$ cat src/design/dpb_pkg.sv
package dpb_pkg;

  localparam int ZW = 16;
  localparam int PW = 12;
  localparam int DW = 17;
  localparam int NW = 41;
  localparam int FW = 16;
  localparam int QW = 41;

  // Divider shape: quotient bits per stage, stage count, and the latency of
  // one axis pipe (difference, multiply, division stages, saturation).
  localparam int BPS = 2;
  localparam int NDS = (QW + BPS - 1) / BPS;
  localparam int LAT = 2 + NDS + 1;

  typedef enum logic [1:0] {
    REG_FOCAL_X  = 2'd0,
    REG_FOCAL_Y  = 2'd1,
    REG_CENTER_X = 2'd2,
    REG_CENTER_Y = 2'd3
  } reg_index_t;

  localparam logic [15:0] FOCAL_X_RESET  = 16'd8192;
  localparam logic [15:0] FOCAL_Y_RESET  = 16'd8192;
  localparam logic [15:0] CENTER_X_RESET = 16'd5120;
  localparam logic [15:0] CENTER_Y_RESET = 16'd3840;

  typedef struct packed {
    logic       valid;
    logic       live;
    logic [7:0] red;
    logic [7:0] green;
    logic [7:0] blue;
    logic [15:0] depth;
  } side_t;

endpackage

$ cat src/design/dpb_axis.sv
// Pipelined back-projection of one axis. Restoring division, two quotient
// bits per stage, fully pipelined so a new item may enter each cycle.
module dpb_axis
  import dpb_pkg::*;
(
  input  logic              clk,
  input  logic              rst,
  input  logic              in_valid,
  input  logic [ZW-1:0]     depth,
  input  logic [PW-1:0]     pix,
  input  logic [15:0]       center,
  input  logic [15:0]       focal,
  output logic signed [31:0] pos
);

  // Stage 1: signed difference.
  logic          s1_v;
  logic          s1_neg;
  logic [DW-2:0] s1_diff;
  logic [ZW-1:0] s1_z;
  logic [FW-1:0] s1_den;

  logic [DW-1:0] pos16;
  logic [DW-1:0] cext;
  logic [DW-1:0] dsub;
  assign pos16 = {1'b0, pix, 4'b0};
  assign cext  = {1'b0, center};
  assign dsub  = pos16 - cext;

  always_ff @(posedge clk) begin
    if (rst) begin
      s1_v <= 1'b0;
    end else begin
      s1_v <= in_valid;
    end
    s1_neg  <= cext > pos16;
    s1_diff <= (cext > pos16) ? (DW-1)'(cext - pos16) : dsub[DW-2:0];
    s1_z    <= depth;
    s1_den  <= (focal == '0) ? FW'(1) : focal;
  end

  // Stage 2: product z*diff, scaled by 256.
  logic          s2_v;
  logic          s2_neg;
  logic [NW-1:0] s2_num;
  logic [FW-1:0] s2_den;
  always_ff @(posedge clk) begin
    if (rst) begin
      s2_v <= 1'b0;
    end else begin
      s2_v <= s1_v;
    end
    s2_neg <= s1_neg;
    s2_num <= (NW'(s1_z) * NW'(s1_diff)) << 8;
    s2_den <= s1_den;
  end

  // Division stages. The stages walk one bit more than the numerator holds,
  // so the last step divides twice the numerator and the quotient is halved
  // at the end.
  logic          dv   [NDS+1];
  logic          dneg [NDS+1];
  logic [NW-1:0] dnum [NDS+1];
  logic [FW:0]   drem [NDS+1];
  logic [FW-1:0] dden [NDS+1];

  always_comb begin
    dv[0]   = s2_v;
    dneg[0] = s2_neg;
    dnum[0] = s2_num;
    drem[0] = '0;
    dden[0] = s2_den;
  end

  for (genvar g = 0; g < NDS; g++) begin : g_div
    logic [NW-1:0] n_nx;
    logic [FW:0]   r_nx;
    always_comb begin
      logic [FW+1:0] t;
      n_nx = dnum[g];
      r_nx = drem[g];
      for (int b = 0; b < BPS; b++) begin
        t = {r_nx, n_nx[NW-1]};
        n_nx = {n_nx[NW-2:0], 1'b0};
        if (t >= {2'b0, dden[g]}) begin
          t = t - {2'b0, dden[g]};
          n_nx[0] = 1'b1;
        end
        r_nx = t[FW:0];
      end
    end
    always_ff @(posedge clk) begin
      if (rst) begin
        dv[g+1] <= 1'b0;
      end else begin
        dv[g+1] <= dv[g];
      end
      dneg[g+1] <= dneg[g];
      dnum[g+1] <= n_nx;
      drem[g+1] <= r_nx;
      dden[g+1] <= dden[g];
    end
  end

  // Final saturation and sign, registered.
  logic [QW-1:0] q;
  assign q = dnum[NDS] >> ((NDS * BPS) - QW);
  always_ff @(posedge clk) begin
    if (dneg[NDS]) begin
      pos <= (q > QW'(33'h080000000)) ? 32'sh80000000 : 32'(-q);
    end else begin
      pos <= (q > QW'(32'h7FFFFFFF)) ? 32'sh7FFFFFFF : q[31:0];
    end
  end

  ap_rem: assert property (@(posedge clk) disable iff (rst)
    dv[NDS] |-> (drem[NDS] < {1'b0, dden[NDS]}))
    else $error("remainder not below divisor");
  ap_den: assert property (@(posedge clk) disable iff (rst)
    s1_v |-> (s1_den != '0))
    else $error("zero divisor");
  ap_num: assert property (@(posedge clk) disable iff (rst)
    s2_v |-> (s2_num[NW-1] == 1'b0))
    else $error("numerator top bit set");

endmodule

$ cat config.mk
export PLATFORM = sky130hd
export DESIGN_NAME = dpb_axis
export DESIGN_NICKNAME = d
export VERILOG_FILES = /design/src/design/dpb_pkg.sv /design/src/design/dpb_axis.sv
export SDC_FILE = /design/constraint.sdc
export NUM_CORES = 2
export LEC_CHECK = 0
export ABC_CLOCK_PERIOD_IN_PS = 6780
export BUFFER_PORTS_ARGS = -buffer_cell sky130_fd_sc_hd__buf_2
export CAP_MARGIN = 20
export CORE_AREA = 2 2 400 442
export DETAILED_ROUTE_END_ITERATION = 12
export DIE_AREA = 0 0 402 444
export PLACE_DENSITY_LB_ADDON = 0.3
export SLEW_MARGIN = 15
export SYNTH_ARGS = -nofsm -noshare
export SYNTH_HDL_FRONTEND = slang
export SYNTH_SLANG_ARGS = --single-unit
$ cat constraint.sdc
create_clock -name clk -period 6.78 [get_ports clk]
set_clock_uncertainty 0.15 [all_clocks]
set_input_delay 0.339 -clock clk [delete_from_list [all_inputs] [get_ports clk]]
set_output_delay 0.339 -clock clk [all_outputs]
set_load 0.05 [all_outputs]
==> run_results.csv <==
group,metric,value,unit
run_status,status,"complete, no violations",
place,hpwl,137000,µm
synth,ys_seq_elements,1507,
timing,min_period,6.44,ns
critical_path,reg2reg_slack,0.34,ns
synth,netlist_instances,8108,
route,dr.pass1.iters,6,
place,dpl.cell_count,10400,
route,vias_per_cell,5.21,
die,die_area,178000,µm²
route,wl_per_cell,16.0,µm
finish,nets,9443,
global_routing,grt_pass1_vias,56300,
flow_run,max-cap-violations,0,
synth,ys_seq_area_share,38.8,%
finish,layout-drive-gt1-share,10.5,%
critical_path,crit_fanout,7,
global_routing,grt_use_met2,33.5,%
finish,diodes,0,
synth,synth_ff_type,"dfxtp_1",
timing,finalHoldViolCount,0,
die,die_y,444,µm
route,vias,56300,
critical_path,cp.required,7.37,ns
place,place_congestion,0.903,
timing,timing.fmax,0.155,GHz
global_routing,track_usage,19.1,%
timing,maxSlewViolCount,0,
global_routing,grt-busiest-layer,"met2",
route,drc,0,
clock_tree,cts_buffers,158,
die,io_pins,95,
synth,yosys_warnings,0,
critical_path,rr_startpoint,"s1_z[0]",
clock_tree,cts-root-buf,"clkbuf_16",
timing,whs,0.0314,ns
critical_path,start_kind,"flip-flop",
synth,synth_edf_count,0,
synth,ys_types,112,
global_routing,grt_use_met3,2.49,%
synth,yosysTopAreaCell,"dfxtp_1",
global_routing,grt_overflow,0,
clock_tree,cts_tree,"yes",
clock_tree,htreeDepth,4,
critical_path,cp.arrival,7.03,ns
synth,synthArstFlopShare,0,%
route,wl,173000,µm
global_routing,grt_pass1_wl,283000,µm
critical_path,crit_type,"reg -> reg",
die,fp.dieW,402,µm
critical_path,cp-end-kind,"flip-flop",
route,drt_iter0_markers,3119,
clock_tree,clockBufferDepth,3,
finish,final-instance-count-excl-fill,10800,
timing,tns,0,ns
synth,yosysTopAreaCellShare,38.8,%
die,initial_core_util,44.7,%
global_routing,antenna_found_initial,1,
timing,tightest_slew,1.11,ns
clock_tree,clock_sinks,1507,
critical_path,worst_r2r_path_depth,21,
place,port-buffer-count,92,
synth,synth.cell_area,77800,µm²
synth,synth_nets,9167,
global_routing,met1_usage,24.0,%
worst_hold_path,worstHoldStart,"center[13]",
worst_hold_path,min_to,"s1_diff[13]",
timing,rsz0062_at_grt,"false",
clock_tree,clk_latency,0.82,ns
timing,setup_viol,0,
route,postRouteAntennaNets,0,
finish,areaGrowthSynthToFinish,12.7,%
critical_path,reg2reg_to,"s2_num[39]",
worst_hold_path,hold_class,"in -> reg",
worst_hold_path,hold_path_depth,3,
die,std_cell_rows,161,
synth,yosys-top-cells-area,"dfxtp_1 (39%), ha_1 (12%), fa_1 (5.9%)",
timing,period_share,95.0,%
global_routing,grt_max_degree,33,
clock_tree,clk_pin_slew,0.07,ns
synth,postSynthAreaPerCell,9.60,µm²
timing,max-slew-margin-rel,25.2,%
die,core_region_area,174000,µm²
repair_timing:
action,4_1_cts,5_1_grt
setup buffers,0,0
pin swaps,0,2
endpoints found under the hold margin,46,0
hold buffers,86,0
endpoints found under the setup margin,2,4
resized for setup,4,19
worst max-delay path, cell delays in order, from the launching register on:
cell and delay (ns):
dfxtp_1 0.48, nand2_1 0.13, fa_1 0.53, fa_1 0.55, inv_1 0.06, fa_1 0.52, fa_1 0.48, fa_1 0.52
inv_1 0.05, fa_1 0.52, inv_1 0.04, ha_1 0.30, a21o_1 0.18, a21oi_2 0.14, nor2_1 0.06, or4_1 0.45
a31oi_4 0.21, a31oi_2 0.14, o31a_1 0.31, a211o_1 0.29, a21oi_2 0.15, xnor2_1 0.12
synth_stat cells, types with 99 or more instances:
cell	instances
nand2_1	581
a21o_1	223
clkbuf_1	117
nor3_1	150
mux2_2	308
inv_1	802
o21ai_0	437
a21oi_1	536
dfxtp_1	1507
nor2b_1	103
ha_1	765
o21a_1	99
nor2_1	458
xor2_1	161
fa_1	231
xnor2_1	367
and2_1	154
layout by cell type, fill, tap and decap left out, types with 28 or more instances in the layout:
| cell | netlist | layout |
|---|---|---|
| ha_1 | 765 | 765 |
| xnor2_1 | 367 | 367 |
| o21bai_1 | 60 | 60 |
| o31ai_1 | 42 | 42 |
| nor3_1 | 150 | 150 |
| dlygate4sd3_1 | 0 | 86 |
| and3_1 | 46 | 46 |
| o21ai_0 | 437 | 436 |
| fa_1 | 231 | 231 |
| o21a_1 | 99 | 99 |
| inv_1 | 802 | 802 |
| buf_4 | 6 | 94 |
| buf_2 | 17 | 92 |
| a21o_1 | 223 | 223 |
| and2_1 | 154 | 154 |
| a21oi_1 | 536 | 533 |
| a211oi_1 | 53 | 53 |
| clkbuf_16 | 0 | 158 |
| mux2_2 | 308 | 308 |
| nor2_1 | 458 | 457 |
| nand2_1 | 581 | 581 |
| or2_2 | 29 | 29 |
| nand2b_1 | 82 | 82 |
| a21boi_0 | 28 | 28 |
| nand3_1 | 95 | 95 |
| dfxtp_1 | 1507 | 1496 |
| a31oi_1 | 44 | 41 |
| nor2b_1 | 103 | 103 |
| nand4_1 | 84 | 84 |
| nor4_1 | 37 | 37 |
| or3_1 | 41 | 41 |
| mux2i_1 | 51 | 51 |
| xor2_1 | 161 | 161 |
state kept, by name, summed over array words and instances, names as in the netlist:
register,flops
dneg,21
drem,340
s2_num,32
dnum,696
dden,320
s1_neg,1
s1_diff,16
s2_den,16
s1_z,16
pos,32
s1_den,16
s2_neg,1
layout make-up:
cell class              count  area (µm²)
clock inverters            91        1310
inverters                 808        3030
fillers                 15900       86300
flip-flops and latches   1507       30200
clock buffers             198        4310
well taps                2282        2860
repair buffers            272        2030
multi-input cells        5637       44000
metrics by stage:
step | cell area, µm² | worst slack, ns | utilization, %
2_1_floorplan | 77800 | 0.359 | -
3_3_place_gp | 81200 | -0.0192 | 46.7
3_5_place_dp | 81200 | -0.00430 | 46.7
4_1_cts | 87700 | 0.0231 | 50.4
5_1_grt | 87700 | 0.0245 | 50.4
6_report | 87700 | 0.337 | 50.4
metal layers:
| layer | up-vias | wire, µm |
|---|---|---|
| met5 | - | 0 |
| met4 | 0 | 5790 |
| met3 | 322 | 6210 |
| met2 | 1063 | 83700 |
| met1 | 26400 | 77400 |
| li1 | 28500 | - |
kinds of logic (layout without fill, tap and decap cells):
logic type,after synthesis,in the layout,share of synthesized area (%)
multiplexers,379,379,5.45
AO/OA/AOI/OAI,1795,1795,14.7
AND/OR/NAND/NOR,1939,1939,12.1
buffers and inverters,964,1369,4.79
adder cells (fa/ha/maj),996,996,18.2
flip-flops,1507,1507,38.8
XOR/XNOR,528,528,5.94
worst max-delay path by stage:
stage                       to  cells after the start  slack (ns)         from
CTS                 s2_num[39]                     21        0.02  s1_diff[10]
global route        s2_num[38]                     24        0.02      s1_z[4]
detailed placement  s2_num[39]                     21      -0.004  s1_diff[11]
floorplan           s2_num[39]                     22        0.36   s1_diff[9]
finish              s2_num[39]                     21        0.34      s1_z[0]
global placement    s2_num[38]                     22       -0.02      s1_z[5]
Power is not shown: default switching activity piles up to over one toggle a cycle in this logic, so the estimate is an artifact.
